### config.mk
export PLATFORM = sky130hd
export DESIGN_NAME = kau_ctrl
export DESIGN_NICKNAME = d
export VERILOG_FILES = /design/src/rtl/kau_pkg.sv /design/src/rtl/kau_ctrl.sv
export SDC_FILE = /design/constraint.sdc
export NUM_CORES = 1
export LEC_CHECK = 0
export ABC_CLOCK_PERIOD_IN_PS = 2900
export BUFFER_PORTS_ARGS = -buffer_cell sky130_fd_sc_hd__buf_4
export CAP_MARGIN = 20
export CORE_UTILIZATION = 30
export CTS_BUF_LIST = sky130_fd_sc_hd__clkbuf_4
export DETAILED_ROUTE_END_ITERATION = 7
export HOLD_SLACK_MARGIN = 0.03
export MAX_ROUTING_LAYER = met4
export PLACE_DENSITY = 0.52
export SETUP_SLACK_MARGIN = 0.02
export SYNTH_ARGS = -nofsm -noshare
export SYNTH_HDL_FRONTEND = slang
export SYNTH_SLANG_ARGS = --single-unit
### constraint.sdc
create_clock -name clk -period 2.9 [get_ports clk]
set_clock_uncertainty 0.15 [all_clocks]
set_input_delay 0.145 -clock clk [delete_from_list [all_inputs] [get_ports clk]]
set_output_delay 0.145 -clock clk [all_outputs]
set_load 0.02 [all_outputs]
### src/rtl/kau_pkg.sv
`default_nettype none
package kau_pkg;

    localparam int MAX_CLUSTERS = 16;
    localparam int COORD_WIDTH  = 32;
    localparam int COUNT_WIDTH  = 20;

    localparam int ID_WIDTH   = $clog2(MAX_CLUSTERS);
    localparam int ACT_WIDTH  = $clog2(MAX_CLUSTERS + 1);
    localparam int OP_WIDTH   = 2;
    localparam int SUM_WIDTH  = COORD_WIDTH + COUNT_WIDTH;
    localparam int DIFF_WIDTH = COORD_WIDTH + 1;
    localparam int SQ_WIDTH   = 2 * DIFF_WIDTH;
    localparam int DIST_WIDTH = SQ_WIDTH + 1;

    localparam logic [OP_WIDTH-1:0] OP_LOAD   = 2'd0;
    localparam logic [OP_WIDTH-1:0] OP_ASSIGN = 2'd1;
    localparam logic [OP_WIDTH-1:0] OP_FINISH = 2'd2;

    localparam logic [COUNT_WIDTH-1:0] COUNT_MAX = {COUNT_WIDTH{1'b1}};
    localparam logic [ACT_WIDTH-1:0]   ACT_MAX   = ACT_WIDTH'(MAX_CLUSTERS);

    typedef struct packed {
        logic                load;
        logic                capture;
        logic                issue;
        logic                acc;
        logic                emit_assign;
        logic                emit_finish;
        logic                last;
        logic                clear;
        logic                div_start;
        logic                div_write;
        logic                div_east;
        logic [ID_WIDTH-1:0] idx;
    } kau_cmd_t;

    typedef struct packed {
        logic [ACT_WIDTH-1:0] act;
        logic                 count_nz;
        logic                 div_done;
        logic                 out_free;
    } kau_status_t;

endpackage
`default_nettype wire

### src/rtl/kau_ctrl.sv
`default_nettype none
module kau_ctrl (
    input  wire logic                          clk,
    input  wire logic                          rst_n,
    input  wire logic                          in_valid,
    output logic                               in_stall,
    input  wire logic [kau_pkg::OP_WIDTH-1:0]  op,
    input  wire kau_pkg::kau_status_t          status,
    output kau_pkg::kau_cmd_t                  cmd
);
    import kau_pkg::*;

    typedef enum logic [9:0] {
        S_IDLE   = 10'b0000000001,
        S_SCAN   = 10'b0000000010,
        S_DRAIN  = 10'b0000000100,
        S_ACC    = 10'b0000001000,
        S_EMIT   = 10'b0000010000,
        S_FSTART = 10'b0000100000,
        S_DIVN   = 10'b0001000000,
        S_ESTART = 10'b0010000000,
        S_DIVE   = 10'b0100000000,
        S_FEMIT  = 10'b1000000000
    } state_t;

    state_t              state_reg, state_next;
    logic [ID_WIDTH-1:0] idx_reg, idx_next;
    logic                last_idx;

    assign last_idx = (ACT_WIDTH'({1'b0, idx_reg}) + 1'b1) == status.act;
    assign in_stall = state_reg != S_IDLE;

    always_comb
    begin
        state_next = state_reg;
        idx_next   = idx_reg;
        cmd        = '0;
        cmd.idx    = idx_reg;
        case (state_reg)
            S_IDLE:
            begin
                if (in_valid)
                begin
                    if (op == OP_LOAD)
                        cmd.load = 1'b1;
                    else if (op == OP_ASSIGN)
                    begin
                        cmd.capture = 1'b1;
                        idx_next    = '0;
                        state_next  = S_SCAN;
                    end
                    else if (op == OP_FINISH)
                    begin
                        idx_next   = '0;
                        state_next = S_FSTART;
                    end
                end
            end
            S_SCAN:
            begin
                cmd.issue = 1'b1;
                if (last_idx)
                begin
                    idx_next   = '0;
                    state_next = S_DRAIN;
                end
                else
                    idx_next = idx_reg + 1'b1;
            end
            S_DRAIN:
            begin
                // wait here for the square and compare stages to finish
                if (idx_reg == ID_WIDTH'(1))
                    state_next = S_ACC;
                else
                    idx_next = idx_reg + 1'b1;
            end
            S_ACC:
            begin
                cmd.acc    = 1'b1;
                state_next = S_EMIT;
            end
            S_EMIT:
            begin
                if (status.out_free)
                begin
                    cmd.emit_assign = 1'b1;
                    state_next      = S_IDLE;
                end
            end
            S_FSTART:
            begin
                if (status.count_nz)
                begin
                    cmd.div_start = 1'b1;
                    state_next    = S_DIVN;
                end
                else
                    state_next = S_FEMIT;
            end
            S_DIVN:
            begin
                if (status.div_done)
                begin
                    cmd.div_write = 1'b1;
                    state_next    = S_ESTART;
                end
            end
            S_ESTART:
            begin
                cmd.div_east  = 1'b1;
                cmd.div_start = 1'b1;
                state_next    = S_DIVE;
            end
            S_DIVE:
            begin
                cmd.div_east = 1'b1;
                if (status.div_done)
                begin
                    cmd.div_write = 1'b1;
                    state_next    = S_FEMIT;
                end
            end
            S_FEMIT:
            begin
                if (status.out_free)
                begin
                    cmd.emit_finish = 1'b1;
                    cmd.last        = last_idx;
                    if (last_idx)
                    begin
                        cmd.clear  = 1'b1;
                        state_next = S_IDLE;
                    end
                    else
                    begin
                        idx_next   = idx_reg + 1'b1;
                        state_next = S_FSTART;
                    end
                end
            end
            default:
            begin
                state_next = S_IDLE;
            end
        endcase
    end

    always_ff @(posedge clk or negedge rst_n)
    begin
        if (!rst_n)
        begin
            state_reg <= S_IDLE;
            idx_reg   <= '0;
        end
        else
        begin
            state_reg <= state_next;
            idx_reg   <= idx_next;
        end
    end

    assert property (@(posedge clk) disable iff (!rst_n)
        (state_reg == S_SCAN) |-> (ACT_WIDTH'({1'b0, idx_reg}) < status.act))
        else $error("scan index beyond active clusters");

    assert property (@(posedge clk) disable iff (!rst_n)
        (state_reg == S_FEMIT && status.out_free && last_idx) |=> (state_reg == S_IDLE))
        else $error("finish pass did not return to idle");

endmodule
`default_nettype wire

==> results of run 1 <==
==> path summary, 6_finish.rpt <==
check / start / cells after the start / end / slack, ps
worst min-delay path: rst_n / 2 / state_reg[8] / 90
worst max register to register: idx_reg[0] / 6 / idx_reg[1] / 290
worst min register to register: idx_reg[1] / 1 / idx_reg[1] / 440
worst max-delay path: idx_reg[0] / 5 / cmd[8] / 150
max in group asynchronous: rst_n / 2 / state_reg[0] / 2240
min in group clk: op[0] / 4 / state_reg[1] / 210
==> layout by cell type, fill, tap and decap left out, types with 3 or more instances in the layout <==
master	count
inv_1	6
nor4_2	4
dfrtp_1	12
nor3_1	4
clkbuf_4	4
nand2b_1	3
a21oi_1	4
nor2b_1	6
nor2_1	11
ha_1	5
o21ai_0	4
nand2_1	14
buf_4	28
o2bb2ai_1	3
and3_1	4
o22ai_1	3
xor2_1	5
nand4_1	4
or2_2	3
dlygate4sd3_1	4
==> final cells by class <==
class | count | share of cell area [%]
multi-input combinational | 114 | 53.6
sequential | 14 | 22.9
timing repair buffer | 32 | 16.2
tap | 48 | 3.89
clock buffer | 4 | 1.95
inverter | 6 | 1.46
==> metrics by stage <==
stage	power [W]	instance area [sq um]	hold slack, ps	cells
floorplan	0.000842	1210	-301	137
global placement	0.00104	1460	-137	210
detailed placement	0.00103	1460	-134	210
CTS	0.00117	1530	96.5	218
global route	0.00127	1540	110	218
finish	0.00119	1540	92.8	218
==> power groups by stage <==
stage / Clock (W) / Combinational, W / Sequential, W
after floorplan: 0 / 0.000560 / 0.000282
after global placement: 0 / 0.000731 / 0.000306
after detailed placement: 0 / 0.000724 / 0.000308
after CTS: 0.000131 / 0.000733 / 0.000303
after global routing: 0.000142 / 0.000815 / 0.000314
final: 0.000131 / 0.000748 / 0.000307
==> per-layer routing <==
metal	part of all wire [%]	vias up	wire length, um	global-route usage [%]
met3	7.3	4	238	6.08
met2	46	49	1510	23.6
met1	46	560	1480	22.6
li1	-	580	-	-
met5	0	-	0	-
met4	0.46	0	15	1.63
==> cells by family (layout without fill, tap and decap cells) <==
family | after synthesis | after routing | synth area share [%]
and+or+nand+nor | 72 | 72 | 37.4
DFF | 14 | 14 | 29.1
buffers and inverters | 9 | 42 | 3.32
AOI/OAI and AO/OA | 31 | 31 | 20.5
xor gates and xnor gates | 6 | 6 | 4.36
adders and majority gates | 5 | 5 | 5.19
==> Yosys cell counts (all sizes together) (4+ instances only) <==
cell,instances
o211ai,4
nor4,4
o21ai,5
xor2,5
nand4,4
nor3,6
inv,6
or2,4
nand2,14
nor2b,6
nor2,11
dfrtp,13
ha,5
a21oi,4
and3,4
==> worst max-delay path, cell delays in order, from the launching register on <==
cell	delay, ps
dfrtp_2	460
ha_1	270
or4_1	560
a311o_2	500
nor3_4	220
buf_4	180
==> timing repair <==
item,4_1_cts,5_1_grt
endpoints found under the hold margin,18,0
setup endpoints to repair,2,2
gates resized for setup,1,3
hold buffers,4,0
==> out/results.ini, run 1 <==
[power]
pwr-share-seq_pct = 25.9
p_leak_nw = 0.693
powerDensity_mw_per_mm2 = 769
p_switching_w = 0.000580
ir_worst_vdd_uv = 697
swShare_pct = 48.9
power_frac_clock_pct = 11.0
power_frac_comb_pct = 63.1
internal_power_w = 0.000606

[worst_hold_path]
min_path_type = in2async

[place]
place_ws_ps = 288
gp_congestion = 0.891
dp_hpwl_um = 2510
io_buffers = 28

[timing]
period_needed_ps = 2750
setup_tns_ps = 0
worst_pin_slew_ps = 691
grt_setup_unrepaired = no
setup_viol = 0
fmax_mhz = 364
maxSlewHeadroom_pct = 53.6
setup_ws_ps = 154
final-hold-violation-count = 0
timing.final.crit_share_pct = 94.7
slew_violations = 0

[floorplanning]
pin_count = 29
core_sq_mm = 0.00377
dieArea_sq_mm = 0.00428
die_y_um = 65.4
rows = 22
initial_core_util_pct = 32.0
die_w_um = 65.4

[detailed_routing]
vias = 1193
wirelength_um = 3250
ant_nets = 0
wl_per_cell_um = 14.9
drt-vias-per-instance = 5.47
firstDrtPassIters = 4
drt-initial-drc-count = 67
drc = 0

[setup_path]
path_class = reg2out
end_kind = output pin
worstPathMaxFanout = 7
critPathArrivalTime_ps = 2450
cp.required_ps = 2610
critPathLaunchType = register

[logic_synthesis]
synthFlopType = dfrtp_1
synth.distinct_cells = 52
yosysTopAreaCell = dfrtp_1
seq_area_frac_synth_pct = 29.1
netlist_instances = 137
yosysWarnings = 0
ys_ff_latch = 14
synth_area_sq_mm = 0.00121
synth_top_area_share_pct = 27.0
syn_nets = 155
synthArstFlopShare_pct = 100
synth.area.top_cells = dfrtp_1 27%, ha_1 5.2%, nand2_1 4.4%
syn_area_per_cell_sq_um = 8.80
synth_edf_count = 0

[finish]
fin_util_pct = 40.9
final_layout_size_suffix_gt1_share_pct = 31.2
multi_input_area_sq_um = 827
largest_reg_flops = 10
synthToLayoutAreaGrowth_pct = 27.9
fill_cells = 380
n_antenna_cell = 0
fin_nets = 189
ff_latch_area_sq_um = 353

[clock_tree]
post_cts_buffers = 0
cts_tree = done
cts-root-buf = clkbuf_4
clockBufferDepth = 2
htreeDepth = 1
cts_inserted_buffers = 3
clock_latency_ps = 280
cts_num_sinks = 14
clk_pin_slew_ps = 100

[global_route]
grt_pass1_vias = 1097
overflow = 0
grt_usage_pct = 16.4
antenna_found_initial = 0
grt_pass1_wl_um = 5330
grt_max_degree = 15

[flow_run]
cap_violations = 0

[status]
status = finished, final reports clean

No activity file was read; power rests on OpenSTA's default activity.
==> run 2: changes to the inputs <==
--- a/config.mk
+++ b/config.mk
@@ -12,7 +12,6 @@
 export CTS_BUF_LIST = sky130_fd_sc_hd__clkbuf_4
 export DETAILED_ROUTE_END_ITERATION = 7
 export HOLD_SLACK_MARGIN = 0.03
-export MAX_ROUTING_LAYER = met4
 export PLACE_DENSITY = 0.52
 export SETUP_SLACK_MARGIN = 0.02
 export SYNTH_ARGS = -nofsm -noshare
==> run 2 against run 1 <==
Sequential share of layout area stayed put. Clock-buffer cell count stayed put. Setup slack hardly changed. Non-clock buffer count stayed put. Clock power hardly changed. Wire length is 0.40% higher. Via count is 0.84% lower. Power hardly changed. Die area stayed put. Combinational power hardly changed. Register-to-register slack hardly changed. Maximum frequency hardly changed. Largest power group unchanged.
==> out/results.ini, run 2 (synthesis gave the netlist of run 1 again) <==
[floorplanning]
die_y_um = 65.4  ; unchanged
die_w_um = 65.4  ; unchanged
rows = 22  ; unchanged
core_sq_mm = 0.00377  ; unchanged
dieArea_sq_mm = 0.00428  ; unchanged
initial_core_util_pct = 32.0  ; unchanged
pin_count = 29  ; unchanged

[timing]
setup_ws_ps = 154  ; +0.340 ps
setup_tns_ps = 0  ; unchanged
slew_violations = 0  ; unchanged
grt_setup_unrepaired = no
worst_pin_slew_ps = 696  ; +5.90 ps
period_needed_ps = 2750  ; -0.340 ps
holdWs_ps = 92.1  ; -0.745 ps
fmax_mhz = 364  ; about the same
timing.final.crit_share_pct = 94.7  ; about the same
final-hold-violation-count = 0  ; unchanged
maxSlewHeadroom_pct = 53.2  ; -0.40 points
setup_viol = 0  ; unchanged

[setup_path]
ff2ff_setup_slack_ps = 280  ; about the same
worstReg2RegStart = idx_reg[0]
critPathMaxStageDelay_ps = 560  ; about the same
critPathLaunchType = register
end_kind = output pin
worstPathCellList = ha_1 -> or4_1 -> a311o_2 -> nor3_4 -> buf_4
critPathCapture = cmd[8]
worstPathMaxFanout = 7  ; unchanged
cp_num_cells = 5  ; unchanged
path_class = reg2out
r2r-end = idx_reg[1]
critPathArrivalTime_ps = 2450  ; about the same
reg2reg_depth = 6  ; unchanged
slowest_stage = or4_1
worst-path-buf-inv = 1  ; unchanged
startpoint = idx_reg[0]
crit_family = simple AND/OR/NAND/NOR gates
cp.required_ps = 2610  ; about the same

[global_route]
grt_pass1_wl_um = 5340  ; +0.26%
antenna_found_initial = 0  ; unchanged
grt_max_degree = 15  ; unchanged
grt_usage_pct = 16.0  ; -0.40 points
grt_pass1_vias = 1095  ; -0.18%
overflow = 0  ; unchanged

[place]
io_buffers = 28  ; unchanged
gp_congestion = 0.877  ; -1.6%
dp_hpwl_um = 2510  ; unchanged
place_ws_ps = 288  ; unchanged

[clock_tree]
cts_inserted_buffers = 3  ; unchanged
clockBufferDepth = 2  ; unchanged
post_cts_buffers = 0  ; unchanged
cts_tree = done
clk_pin_slew_ps = 100  ; about the same
cts_num_sinks = 14  ; unchanged
htreeDepth = 1  ; unchanged
cts-root-buf = clkbuf_4
clock_latency_ps = 280  ; about the same

[power]
powerDensity_mw_per_mm2 = 769  ; about the same
power_frac_comb_pct = 63.1  ; about the same
ir_worst_vdd_uv = 695  ; -0.37%
p_leak_nw = 0.693  ; unchanged
power_frac_clock_pct = 11.0  ; about the same
swShare_pct = 48.9  ; about the same
pwr-share-seq_pct = 25.9  ; about the same
p_switching_w = 0.000581  ; +0.12%
power_w = 0.00119  ; about the same
internal_power_w = 0.000606  ; about the same

[status]
status = finished, final reports clean

[worst_hold_path]
min_path_type = in2async

[detailed_routing]
drt-vias-per-instance = 5.43  ; -0.84%
drt-initial-drc-count = 70  ; +4.5%
wirelength_um = 3260  ; +0.40%
ant_nets = 0  ; unchanged
drc = 0  ; unchanged
firstDrtPassIters = 4  ; unchanged
wl_per_cell_um = 14.9  ; +0.40%
vias = 1183  ; -0.84%

[finish]
ff_latch_area_sq_um = 353  ; unchanged
fin_nets = 189  ; unchanged
largest_reg_flops = 10  ; unchanged
final_layout_size_suffix_gt1_share_pct = 31.2  ; unchanged
layout_common_cells = 28 x buf_4, 14 x nand2_1, 12 x dfrtp_1
n_antenna_cell = 0  ; unchanged
fill_cells = 380  ; unchanged
multi_input_area_sq_um = 827  ; unchanged
synthToLayoutAreaGrowth_pct = 27.9  ; unchanged
final_common_cell = buf_4

[flow_run]
cap_violations = 0  ; unchanged

==> run 2: cell counts in the layout (fill, tap and decap cells not counted) <==
No cell type changed its count.
==> run 2: repair_timing <==
item | in CTS | in global routing
resized for setup | 1 | 3
endpoints found under the setup margin | 2 | 2
hold buffers | 4 | 0
gates cloned | 0 | 0
endpoints found under the hold margin | 18 | 0
==> run 2: how the worst min path moves through the flow <==
stage | startpoint | to | slack, ps | depth (start not counted)
floorplan | rst_n | idx_reg[0] | -300 | 0
CTS | rst_n | state_reg[4] | 100 | 2
global route | rst_n | state_reg[8] | 110 | 2
finish | rst_n | state_reg[8] | 90 | 2
global placement | rst_n | state_reg[7] | -140 | 1
detailed placement | rst_n | state_reg[6] | -130 | 1
==> run 2: power by group through the flow <==
stage,registers [W],logic [W],clock network (W)
6_report,0.000307,0.000749,0.000131
2_1_floorplan,0.000282,0.000560,0
3_3_place_gp,0.000306,0.000731,0
5_1_grt,0.000314,0.000815,0.000142
3_5_place_dp,0.000308,0.000724,0
4_1_cts,0.000303,0.000733,0.000131
==> run 2: metrics by stage <==
stage	cell area (sq um)	std cells	util, %
2_1_floorplan	1210	137	-
3_3_place_gp	1460	210	38.7
3_5_place_dp	1460	210	38.7
4_1_cts	1530	218	40.7
5_1_grt	1540	218	40.9
6_report	1540	218	40.9
==> run 2: final cells by class <==
cell class                      count  share of cell area, %
Inverter                            6                   1.46
Sequential cell                    14                   22.9
Tap cell                           48                   3.89
Clock buffer                        4                   1.95
Timing Repair Buffer               32                   16.2
Multi-Input combinational cell    114                   53.6
==> run 2: per-layer routing <==
| metal | GRT usage (%) | share of wire, % | up-vias |
|---|---|---|---|
| li1 | - | - | 578 |
| met1 | 22.7 | 45 | 559 |
| met2 | 23.6 | 47 | 44 |
| met3 | 6.08 | 7.5 | 2 |
| met4 | 1.63 | 0.31 | 0 |
| met5 | 0 | 0 | - |
